[src/hdl/contactor_feedback_supervisor_core_macros.svh]
// assertion macros for the contactor feedback supervisor
// no dependencies; included by the top level only
`ifndef CONTACTOR_FEEDBACK_SUPERVISOR_CORE_MACROS_SVH
`define CONTACTOR_FEEDBACK_SUPERVISOR_CORE_MACROS_SVH

`ifndef SYNTHESIS
// same-cycle implication, disabled during reset
`define CFS_ASSERT_NOW(label, clk, rst_n, ante, cons) \
    label: assert property (@(posedge clk) disable iff (!rst_n) (ante) |-> (cons)) \
        else $error("cfs assertion failed");
// next-cycle implication, disabled during reset
`define CFS_ASSERT_NEXT(label, clk, rst_n, ante, cons) \
    label: assert property (@(posedge clk) disable iff (!rst_n) (ante) |=> (cons)) \
        else $error("cfs assertion failed");
`else
`define CFS_ASSERT_NOW(label, clk, rst_n, ante, cons)
`define CFS_ASSERT_NEXT(label, clk, rst_n, ante, cons)
`endif

`endif

[src/hdl/cfs_pkg.sv]
// shared codes, widths and helpers of the contactor feedback supervisor
// no dependencies; used by the channel interfaces and the top level
package cfs_pkg;

    // field widths
    localparam int CMD_W     = 2;
    localparam int STATE_W   = 4;
    localparam int LED_W     = 2;
    localparam int STAMP_W   = 32;
    localparam int DELAY_W   = 32;
    localparam int CFG_IDX_W = 2;
    localparam int CFG_DAT_W = 32;

    // commands
    localparam logic [CMD_W-1:0] CMD_POLL = 2'd0;
    localparam logic [CMD_W-1:0] CMD_INIT = 2'd1;
    localparam logic [CMD_W-1:0] CMD_ON   = 2'd2;
    localparam logic [CMD_W-1:0] CMD_OFF  = 2'd3;

    // configuration register indexes
    localparam logic [CFG_IDX_W-1:0] CFG_UNIT_MODE = 2'd0;
    localparam logic [CFG_IDX_W-1:0] CFG_ON_DELAY  = 2'd1;
    localparam logic [CFG_IDX_W-1:0] CFG_OFF_DELAY = 2'd2;

    // unit states
    localparam logic [STATE_W-1:0] PH_UNKNOWN            = 4'd0;
    localparam logic [STATE_W-1:0] PH_OFF                = 4'd1;
    localparam logic [STATE_W-1:0] PH_STARTING           = 4'd2;
    localparam logic [STATE_W-1:0] PH_ON                 = 4'd3;
    localparam logic [STATE_W-1:0] PH_STOPPING           = 4'd4;
    localparam logic [STATE_W-1:0] PH_ERR_FLOOR          = 4'd4;
    localparam logic [STATE_W-1:0] PH_ERR_OFF_DRIVEN     = 4'd5;
    localparam logic [STATE_W-1:0] PH_ERR_OFF_FB_CLOSED  = 4'd6;
    localparam logic [STATE_W-1:0] PH_ERR_START_UNDRIVEN = 4'd7;
    localparam logic [STATE_W-1:0] PH_ERR_START_FB_OPEN  = 4'd8;
    localparam logic [STATE_W-1:0] PH_ERR_STOP_DRIVEN    = 4'd9;
    localparam logic [STATE_W-1:0] PH_ERR_STOP_FB_CLOSED = 4'd10;
    localparam logic [STATE_W-1:0] PH_ERR_STOP_UNDRIVEN  = 4'd11;
    localparam logic [STATE_W-1:0] PH_ERR_STOP_FB_OPEN   = 4'd12;
    localparam logic [STATE_W-1:0] PH_ERR_ON_UNDRIVEN    = 4'd13;
    localparam logic [STATE_W-1:0] PH_ERR_ON_FB_OPEN     = 4'd14;

    // led patterns
    localparam logic [LED_W-1:0] LED_OFF    = 2'd0;
    localparam logic [LED_W-1:0] LED_STEADY = 2'd1;
    localparam logic [LED_W-1:0] LED_BLINK  = 2'd2;
    localparam logic [LED_W-1:0] LED_FAST   = 2'd3;

    // led pattern that belongs to a unit state
    function automatic logic [LED_W-1:0] led_for(input logic [STATE_W-1:0] ph);
        logic [LED_W-1:0] led;
        if (ph == PH_ON)
            led = LED_STEADY;
        else if (ph == PH_STARTING || ph == PH_STOPPING)
            led = LED_BLINK;
        else if (ph > PH_ERR_FLOOR)
            led = LED_FAST;
        else
            led = LED_OFF;
        return led;
    endfunction

endpackage

[src/hdl/cfs_if.sv]
// valid/ready channel interfaces for command items and status results
// depends on cfs_pkg
interface cfs_item_if;
    import cfs_pkg::*;

    logic               valid;
    logic               ready;
    logic [CMD_W-1:0]   command;
    logic               feedback;
    logic [STAMP_W-1:0] now_time;

    modport source (output valid, output command, output feedback, output now_time,
                    input ready);
    modport sink   (input valid, input command, input feedback, input now_time,
                    output ready);
endinterface

interface cfs_result_if;
    import cfs_pkg::*;

    logic               valid;
    logic               ready;
    logic [STATE_W-1:0] unit_state;
    logic               drive_out;
    logic [LED_W-1:0]   led_mode;
    logic               state_changed;

    modport source (output valid, output unit_state, output drive_out, output led_mode,
                    output state_changed, input ready);
    modport sink   (input valid, input unit_state, input drive_out, input led_mode,
                    input state_changed, output ready);
endinterface

[src/hdl/contactor_feedback_supervisor_core.sv]
// contactor feedback supervisor: input register, state update, result register
// depends on cfs_pkg, cfs_if.sv and contactor_feedback_supervisor_core_macros.svh
//
// Usage:
//   item_ch carries one command (poll, init, turn on, turn off), the feedback
//   contact level and a free running millisecond timestamp per transaction.
//   result_ch returns exactly one status transaction per item: unit state,
//   drive level, led pattern and a state-changed flag.
//   cfg_we/cfg_index/cfg_wdata write unit mode, on delay and off delay; write
//   them only while no item is in flight.
// Timing:
//   an item is held in the input register, the state update and the delay
//   check (a subtract over TIME_WIDTH bits and a compare over the wider of
//   TIME_WIDTH and DELAY_W) run between it and the result register, which then
//   holds its status. One item per cycle is accepted while result_ch does not stall.
// Reset and stalls:
//   reset empties both registers, sets the unit state to unknown, drive and
//   led off, timer disarmed, and the registers to contactor mode, 1000 ms and
//   1000 ms. While result_ch stalls the result register holds, the input
//   register fills once more and then item_ch.ready drops.
`include "contactor_feedback_supervisor_core_macros.svh"

module contactor_feedback_supervisor_core #(
    parameter int TIME_WIDTH = 32
) (
    input  logic                           clk,
    input  logic                           rst_n,
    cfs_item_if.sink                       item_ch,
    cfs_result_if.source                   result_ch,
    input  logic                           cfg_we,
    input  logic [cfs_pkg::CFG_IDX_W-1:0]  cfg_index,
    input  logic [cfs_pkg::CFG_DAT_W-1:0]  cfg_wdata
);
    import cfs_pkg::*;

    localparam int CMP_W = (TIME_WIDTH > DELAY_W) ? TIME_WIDTH : DELAY_W;

    // configuration registers
    logic               unit_mode_reg;
    logic [DELAY_W-1:0] on_delay_reg;
    logic [DELAY_W-1:0] off_delay_reg;

    // supervisor state
    logic [STATE_W-1:0]    phase_reg,  phase_next;
    logic                  drive_reg,  drive_next;
    logic [TIME_WIDTH-1:0] start_reg,  start_next;
    logic                  armed_reg,  armed_next;
    logic                  last_fb_reg, last_fb_next;
    logic [LED_W-1:0]      led_reg,    led_next;

    // input register
    logic               in_valid_reg;
    logic [CMD_W-1:0]   cmd_reg;
    logic               fb_reg;
    logic [STAMP_W-1:0] stamp_reg;

    // result register
    logic               out_valid_reg;
    logic [STATE_W-1:0] out_state_reg;
    logic               out_drive_reg;
    logic [LED_W-1:0]   out_led_reg;
    logic               out_changed_reg;

    logic                  advance;
    logic                  out_free;
    logic [TIME_WIDTH-1:0] now_t;
    logic [TIME_WIDTH-1:0] diff_t;
    logic [DELAY_W-1:0]    delay_sel;
    logic                  delay_done;
    logic [STATE_W-1:0]    before_state;
    logic [STATE_W-1:0]    after_state;

    // handshake: result register frees when taken, input register moves on into it
    assign out_free      = !out_valid_reg || result_ch.ready;
    assign advance       = in_valid_reg && out_free;
    assign item_ch.ready = !in_valid_reg || out_free;

    // configuration writes
    always_ff @(posedge clk or negedge rst_n)
    begin
        if (!rst_n)
        begin
            unit_mode_reg <= 1'b0;
            on_delay_reg  <= DELAY_W'(1000);
            off_delay_reg <= DELAY_W'(1000);
        end
        else if (cfg_we)
        begin
            unique case (cfg_index)
                CFG_UNIT_MODE: unit_mode_reg <= cfg_wdata[0];
                CFG_ON_DELAY:  on_delay_reg  <= cfg_wdata[DELAY_W-1:0];
                CFG_OFF_DELAY: off_delay_reg <= cfg_wdata[DELAY_W-1:0];
                default:       ;
            endcase
        end
    end

    // input register control
    always_ff @(posedge clk or negedge rst_n)
    begin
        if (!rst_n)
            in_valid_reg <= 1'b0;
        else if (item_ch.ready)
            in_valid_reg <= item_ch.valid;
    end

    // input register payload
    always_ff @(posedge clk)
    begin
        if (item_ch.valid && item_ch.ready)
        begin
            cmd_reg   <= item_ch.command;
            fb_reg    <= item_ch.feedback;
            stamp_reg <= item_ch.now_time;
        end
    end

    // wrapping elapsed time against the delay of the current phase
    assign now_t      = TIME_WIDTH'(stamp_reg);
    assign diff_t     = now_t - start_reg;
    assign delay_sel  = (phase_reg == PH_STARTING) ? on_delay_reg : off_delay_reg;
    assign delay_done = CMP_W'(diff_t) > CMP_W'(delay_sel);

    assign before_state = unit_mode_reg ? (last_fb_reg ? PH_ON : PH_OFF) : phase_reg;

    // state update for the item in the input register
    always_comb
    begin
        logic [STATE_W-1:0] old_ph;
        logic               do_poll;

        old_ph       = phase_reg;
        phase_next   = phase_reg;
        drive_next   = drive_reg;
        start_next   = start_reg;
        armed_next   = armed_reg;
        last_fb_next = last_fb_reg;
        led_next     = led_reg;

        // init resets to off before polling
        if (cmd_reg == CMD_INIT)
        begin
            last_fb_next = fb_reg;
            if (unit_mode_reg)
                drive_next = 1'b0;
            phase_next = PH_OFF;
            led_next   = LED_OFF;
        end

        do_poll = (cmd_reg == CMD_POLL) || (cmd_reg == CMD_INIT) || !unit_mode_reg;

        if (do_poll && unit_mode_reg)
        begin
            // automat: report the feedback only
            if (last_fb_next != fb_reg)
                led_next = fb_reg ? LED_STEADY : LED_OFF;
            last_fb_next = fb_reg;
        end
        else if (do_poll)
        begin
            old_ph = phase_next;
            unique case (phase_next)
                PH_OFF:
                begin
                    if (drive_next)
                        phase_next = PH_ERR_OFF_DRIVEN;
                    else if (fb_reg)
                        phase_next = PH_ERR_OFF_FB_CLOSED;
                end
                PH_STARTING:
                begin
                    if (!armed_next)
                    begin
                        drive_next = 1'b1;
                        start_next = now_t;
                        armed_next = 1'b1;
                    end
                    else if (delay_done)
                        phase_next = PH_ON;
                    if (!drive_next)
                        phase_next = PH_ERR_START_UNDRIVEN;
                    else if (!fb_reg)
                        phase_next = PH_ERR_START_FB_OPEN;
                end
                PH_STOPPING:
                begin
                    if (!armed_next)
                    begin
                        start_next = now_t;
                        armed_next = 1'b1;
                    end
                    else if (delay_done)
                    begin
                        drive_next = 1'b0;
                        phase_next = PH_OFF;
                    end
                    if (phase_next == PH_OFF)
                    begin
                        if (drive_next)
                            phase_next = PH_ERR_STOP_DRIVEN;
                        else if (fb_reg)
                            phase_next = PH_ERR_STOP_FB_CLOSED;
                    end
                    else if (!drive_next)
                        phase_next = PH_ERR_STOP_UNDRIVEN;
                    else if (!fb_reg)
                        phase_next = PH_ERR_STOP_FB_OPEN;
                end
                PH_ON:
                begin
                    if (!drive_next)
                        phase_next = PH_ERR_ON_UNDRIVEN;
                    else if (!fb_reg)
                        phase_next = PH_ERR_ON_FB_OPEN;
                end
                // unknown and error states latch
                default: ;
            endcase
            last_fb_next = fb_reg;
            if (old_ph != phase_next)
                led_next = led_for(phase_next);
        end

        // turn commands act after the poll, contactor mode only
        if (!unit_mode_reg && cmd_reg == CMD_ON && phase_next == PH_OFF)
        begin
            armed_next = 1'b0;
            phase_next = PH_STARTING;
            led_next   = LED_BLINK;
        end
        else if (!unit_mode_reg && cmd_reg == CMD_OFF &&
                 (phase_next == PH_ON || phase_next == PH_STARTING))
        begin
            armed_next = 1'b0;
            phase_next = PH_STOPPING;
            led_next   = LED_BLINK;
        end
    end

    assign after_state = unit_mode_reg ? (last_fb_next ? PH_ON : PH_OFF) : phase_next;

    // supervisor state registers
    always_ff @(posedge clk or negedge rst_n)
    begin
        if (!rst_n)
        begin
            phase_reg   <= PH_UNKNOWN;
            drive_reg   <= 1'b0;
            start_reg   <= '0;
            armed_reg   <= 1'b0;
            last_fb_reg <= 1'b0;
            led_reg     <= LED_OFF;
        end
        else if (advance)
        begin
            phase_reg   <= phase_next;
            drive_reg   <= drive_next;
            start_reg   <= start_next;
            armed_reg   <= armed_next;
            last_fb_reg <= last_fb_next;
            led_reg     <= led_next;
        end
    end

    // result register control
    always_ff @(posedge clk or negedge rst_n)
    begin
        if (!rst_n)
            out_valid_reg <= 1'b0;
        else if (out_free)
            out_valid_reg <= in_valid_reg;
    end

    // result register payload
    always_ff @(posedge clk)
    begin
        if (advance)
        begin
            out_state_reg   <= after_state;
            out_drive_reg   <= drive_next;
            out_led_reg     <= led_next;
            out_changed_reg <= (after_state != before_state);
        end
    end

    assign result_ch.valid         = out_valid_reg;
    assign result_ch.unit_state    = out_state_reg;
    assign result_ch.drive_out     = out_drive_reg;
    assign result_ch.led_mode      = out_led_reg;
    assign result_ch.state_changed = out_changed_reg;

    // a transferred item always shows up as a pending result
    `CFS_ASSERT_NEXT(a_advance_fills, clk, rst_n, advance, out_valid_reg)
    // the on state is only held with the drive energized
    `CFS_ASSERT_NOW(a_on_driven, clk, rst_n, phase_reg == PH_ON, drive_reg)
    // the unused state code never arises
    `CFS_ASSERT_NOW(a_state_range, clk, rst_n, 1'b1, phase_reg <= PH_ERR_ON_FB_OPEN)

endmodule
[src/flat_wrapper.sv]
// flat-port wrapper written by rule: the top's interface ports become plain ports
module contactor_feedback_supervisor_core_flat import cfs_pkg::*;
#(
    parameter int TIME_WIDTH = 32
)
  (clk, rst_n, cfg_we, cfg_index, cfg_wdata, item_ch_valid, item_ch_command, item_ch_feedback, item_ch_now_time, item_ch_ready, result_ch_valid, result_ch_unit_state, result_ch_drive_out, result_ch_led_mode, result_ch_state_changed, result_ch_ready);
  cfs_item_if item_ch_i ();
  cfs_result_if result_ch_i ();
  input  logic clk;
  input  logic rst_n;
  input  logic cfg_we;
  input  logic [cfs_pkg::CFG_IDX_W-1:0] cfg_index;
  input  logic [cfs_pkg::CFG_DAT_W-1:0] cfg_wdata;
  input wire logic [$bits(item_ch_i.valid)-1:0] item_ch_valid;
  input wire logic [$bits(item_ch_i.command)-1:0] item_ch_command;
  input wire logic [$bits(item_ch_i.feedback)-1:0] item_ch_feedback;
  input wire logic [$bits(item_ch_i.now_time)-1:0] item_ch_now_time;
  output wire logic [$bits(item_ch_i.ready)-1:0] item_ch_ready;
  output wire logic [$bits(result_ch_i.valid)-1:0] result_ch_valid;
  output wire logic [$bits(result_ch_i.unit_state)-1:0] result_ch_unit_state;
  output wire logic [$bits(result_ch_i.drive_out)-1:0] result_ch_drive_out;
  output wire logic [$bits(result_ch_i.led_mode)-1:0] result_ch_led_mode;
  output wire logic [$bits(result_ch_i.state_changed)-1:0] result_ch_state_changed;
  input wire logic [$bits(result_ch_i.ready)-1:0] result_ch_ready;
  assign item_ch_i.valid = item_ch_valid;
  assign item_ch_i.command = item_ch_command;
  assign item_ch_i.feedback = item_ch_feedback;
  assign item_ch_i.now_time = item_ch_now_time;
  assign item_ch_ready = item_ch_i.ready;
  assign result_ch_valid = result_ch_i.valid;
  assign result_ch_unit_state = result_ch_i.unit_state;
  assign result_ch_drive_out = result_ch_i.drive_out;
  assign result_ch_led_mode = result_ch_i.led_mode;
  assign result_ch_state_changed = result_ch_i.state_changed;
  assign result_ch_i.ready = result_ch_ready;
  contactor_feedback_supervisor_core #(.TIME_WIDTH(TIME_WIDTH)) u_core (.clk(clk), .rst_n(rst_n), .item_ch(item_ch_i), .result_ch(result_ch_i), .cfg_we(cfg_we), .cfg_index(cfg_index), .cfg_wdata(cfg_wdata));
endmodule
[config.mk]
export PLATFORM = sky130hd
export DESIGN_NAME = contactor_feedback_supervisor_core_flat
export DESIGN_NICKNAME = d
export VERILOG_FILES = /design/src/hdl/cfs_pkg.sv /design/src/hdl/cfs_if.sv /design/src/hdl/contactor_feedback_supervisor_core.sv /design/src/flat_wrapper.sv
export VERILOG_INCLUDE_DIRS = /design/src /design/src/hdl
export SDC_FILE = /design/constraint.sdc
export NUM_CORES = 1
export LEC_CHECK = 0
export ABC_CLOCK_PERIOD_IN_PS = 7800
export BUFFER_PORTS_ARGS = -buffer_cell sky130_fd_sc_hd__buf_2
export CAP_MARGIN = 5
export CORE_ASPECT_RATIO = 1.25
export CORE_MARGIN = 2
export CORE_UTILIZATION = 25
export CTS_CLUSTER_DIAMETER = 120
export DETAILED_ROUTE_END_ITERATION = 6
export PLACE_DENSITY = 0.39
export SLEW_MARGIN = 20
export SYNTH_ARGS = -nofsm -noshare
export SYNTH_HDL_FRONTEND = slang
export SYNTH_SLANG_ARGS = --single-unit
[constraint.sdc]
create_clock -name clk -period 7.8 [get_ports clk]
set_clock_uncertainty 0.05 [all_clocks]
set_input_delay 1.56 -clock clk [delete_from_list [all_inputs] [get_ports clk]]
set_output_delay 1.56 -clock clk [all_outputs]
set_load 0.02 [all_outputs]
==> summary.txt <==
Clocking
  – Post-CTS setup buffers: 0
  – CTS Hold Bufs: 0
  – Clk pin slew, worst setup/hold paths: approximately 60 ps
  – Worst-Skew Late Latency: 450 ps
  – Num CTS Buffers: 17
  – Root Driver: clkbuf_16
  – # resized after CTS: 0
  – Sink Count: 151
  – Clk buf depth: 2
  – CTS tree: done
  – H-tree Lvls: 4

Worst setup path
  – Reg2reg end: u_core.result_ch.state_changed$_DFFE_PP_
  – FF-to-FF Start: u_core.now_t[0]$_DFFE_PP_
  – Crit path kind: reg -> reg
  – Reg2Reg Depth: 25
  – Crit-path slowest cell: a2111oi_4
  – Worst Path Buf+Inv: 2
  – Crit path launch type: register
  – R2R Setup Slk: 1220 ps
  – Crit path max fanout: 6
  – Critical Path RT: 7940 ps
  – Cell family with most CP delay: compound AO/OA/AOI/OAI gates
  – Element type at the critical path end: register
  – Slowest stage delay, CP: 510 ps
  – Crit path DAT: 6720 ps

Power
  – Clock Power Share: 21.8%
  – Leak Pwr: between 4 and 5 nW
  – Reg power frac: around 28%
  – P_sw: between 1.5 and 2 mW
  – Combinational power share: 49.7%
  – Sw Share: 40.6%
  – Pwr/cell area: 386 nW/um^2
  – Power Internal: 2.38 mW
  – VDD IR-drop max: 0.171 mV

Final layout
  – Fraction of layout cells with a size suffix above 1: 25.7%
  – Antenna cells: 0
  – Layout Nets: 1029
  – Utilization after layout: 29.5%
  – Layout area overhead: 17.4%

Placed design
  – DP HPWL: between 15000 and 20000 microns
  – RePlAce Congestion: 0.806
  – Buffers on Ports: 83

Timing
  – Final worst-path cycle share: 84.4%
  – Slew Viols, Final: 0
  – RSZ-0062 raised after global routing: no
  – Final min period: 6580 ps
  – Slew margin rel.: 32.8%
  – Fmax: roughly 150 MHz
  – Worst slew pin tran: 1010 ps
  – Final Hold Viols: 0
  – Final setup fails: 0
  – Setup TNS: 0 ps

GRT
  – Largest net degree at the start of global routing: 71
  – First-pass GRT wire length: 36600 microns
  – All-Layer GR Usage: 13.2%
  – Initial antenna violation count: 0
  – Global route total overflow: 0
  – Number of global-route vias before repair: roughly 6.5k

Logic synthesis
  – Mapped Area: around 8800 sq um
  – Commonest cells post-synth: dfrtp_1, nand2_1, mux2_2, ha_1, o21ai_0
  – Avg Synthesized Cell Area: 10.9 sq um
  – Post-Syn Nets: around 950
  – Post-synthesis sequential area ratio: 45.3%
  – Largest area contributor in the netlist: dfrtp_1
  – Top-count cell post-synth: dfrtp_1
  – Post-Synthesis Cells: about 820
  – Distinct cells, synth: 78
  – Area share of the largest cell type after synthesis: 27.2%
  – Synth warn: 0
  – Flops & latches, synth: 151
  – Ys flop type: dfrtp_1
  – EDFF count, synth: 43
  – FFs w/ async S/R, synth: 71.5%
  – Synth area leaders: dfrtp_1, edfxtp_1, ha_1

Routing
  – Total iterations of the first detailed-routing run: 4
  – Drt wl/cell: between 15 and 20 microns
  – Routed WL: 22900 microns
  – DR vias: 6246
  – Post-route ant nets: 0
  – Avg Vias per Cell: 4.53
  – DRC: 0
  – Initial DRC Count: 254

Die
  – Die width: 172 microns
  – Die Ht: 214 microns
  – CORE AREA: 35200 sq um
  – Initial Utilization: 25.2%
  – Die Footprint: roughly 37000 sq um
  – Num rows: 77
  – I/O pins: 84

Run status
  – Status: complete, no violations

Hold path
  – WHS Path Cells: 1
  – Worst min path class: reg -> reg
  – Min-delay src: u_core.in_valid_reg$_DFFE_PN0N_
  – Hold endpoint: u_core.result_ch.valid$_DFFE_PN0P_

Flow run
  – Max-cap violations: 0
## logic make-up (layout without fill, tap and decap cells)
family | Yosys count | count (layout) | share of synthesized area (%)
flops | 151 | 151 | 45.3
compound gates | 208 | 208 | 16.1
simple gates | 188 | 188 | 10.7
buf+inv | 73 | 162 | 3.32
fa+ha+maj | 64 | 64 | 9.14
xor+xnor | 28 | 28 | 2.77
mux | 103 | 103 | 12.6
## worst max path at each step
stage / start / end / cells past startpoint
2_1_floorplan: u_core.now_t[0]$_DFFE_PP_ / u_core.result_ch.state_changed$_DFFE_PP_ / 25
3_3_place_gp: u_core.now_t[0]$_DFFE_PP_ / u_core.result_ch.state_changed$_DFFE_PP_ / 25
3_5_place_dp: u_core.now_t[0]$_DFFE_PP_ / u_core.result_ch.state_changed$_DFFE_PP_ / 25
4_1_cts: u_core.now_t[0]$_DFFE_PP_ / u_core.result_ch.state_changed$_DFFE_PP_ / 25
5_1_grt: u_core.now_t[0]$_DFFE_PP_ / u_core.result_ch.state_changed$_DFFE_PP_ / 25
6_report: u_core.now_t[0]$_DFFE_PP_ / u_core.result_ch.state_changed$_DFFE_PP_ / 25
## per-stage QoR
| step | total power [mW] | setup slack [ps] | hold slack (ps) | area, sq um | std cells |
|---|---|---|---|---|---|
| final | 4.01 | 1220 | 440 | 10400 | 1378 |
| after global routing | 4.39 | 685 | 464 | 10400 | 1378 |
| after CTS | 4.09 | 1180 | 442 | 10400 | 1378 |
| after detailed placement | 3.17 | 1240 | 435 | 9770 | 1346 |
| after global placement | 3.19 | 1400 | 419 | 9770 | 1346 |
| after floorplan | 2.67 | 2000 | 404 | 8850 | 815 |
## worst register-to-register path: stages (launching register included)
cell	delay, ps
edfxtp_1	380
inv_1	70
ha_1	180
inv_1	60
fa_1	410
a211oi_1	270
nor2_1	120
o41ai_2	300
o21ai_1	180
a31o_2	310
a221o_1	360
a211oi_2	400
o211ai_1	170
a31oi_1	240
xnor2_1	110
ha_1	280
nand4_1	140
nor4_2	350
nand2_1	170
o21a_1	270
o21a_2	170
o311ai_2	370
nor3_2	140
a2111oi_4	510
or4_1	200
a41oi_2	120
## final cells by class
type | count | area (sq um)
clock buffers | 18 | 439
clock inverters | 14 | 174
fillers | 3704 | 24800
inverters | 42 | 158
multi-input cells | 591 | 4560
flip-flops and latches | 151 | 4010
well taps | 474 | 593
repair buffers | 88 | 455
## metal layers
layer / GRT usage (%) / wire length, microns / vias to the layer above
met5: 0 / 0 / -
met1: 15.9 / 10100 / 2990
met2: 22.5 / 11500 / 104
met3: 2.49 / 687 / 27
met4: 6.05 / 563 / 0
li1: - / - / 3125
## layout by cell type (no fill, tap or decap), types with 5 or more instances in the layout
cell and n:
nand3_1 10, nand2_1 77, xnor2_1 18, inv_1 42, nor3_1 11, a31oi_1 5, buf_4 6, a21o_1 22
buf_2 82, xor2_1 10, ha_1 63, edfxtp_1 43, clkbuf_16 17, o21ai_1 7, a21oi_1 45, nor2_1 32
o211ai_1 6, mux2_2 70, dfstp_2 12, nor2b_1 9, o21ai_0 60, o31ai_1 7, dfrtp_1 96, a211oi_1 9
and2_1 8, mux2i_1 33, nand2b_1 8
## power groups by stage
stage / clock [mW] / combinational, mW / sequential, mW
finish: 0.873 / 1.99 / 1.14
floorplan: 0 / 1.55 / 1.12
CTS: 0.911 / 2.03 / 1.15
detailed placement: 0 / 2.02 / 1.16
global route: 0.939 / 2.28 / 1.17
global placement: 0 / 2.03 / 1.16
(Power assumes the default switching activity.)
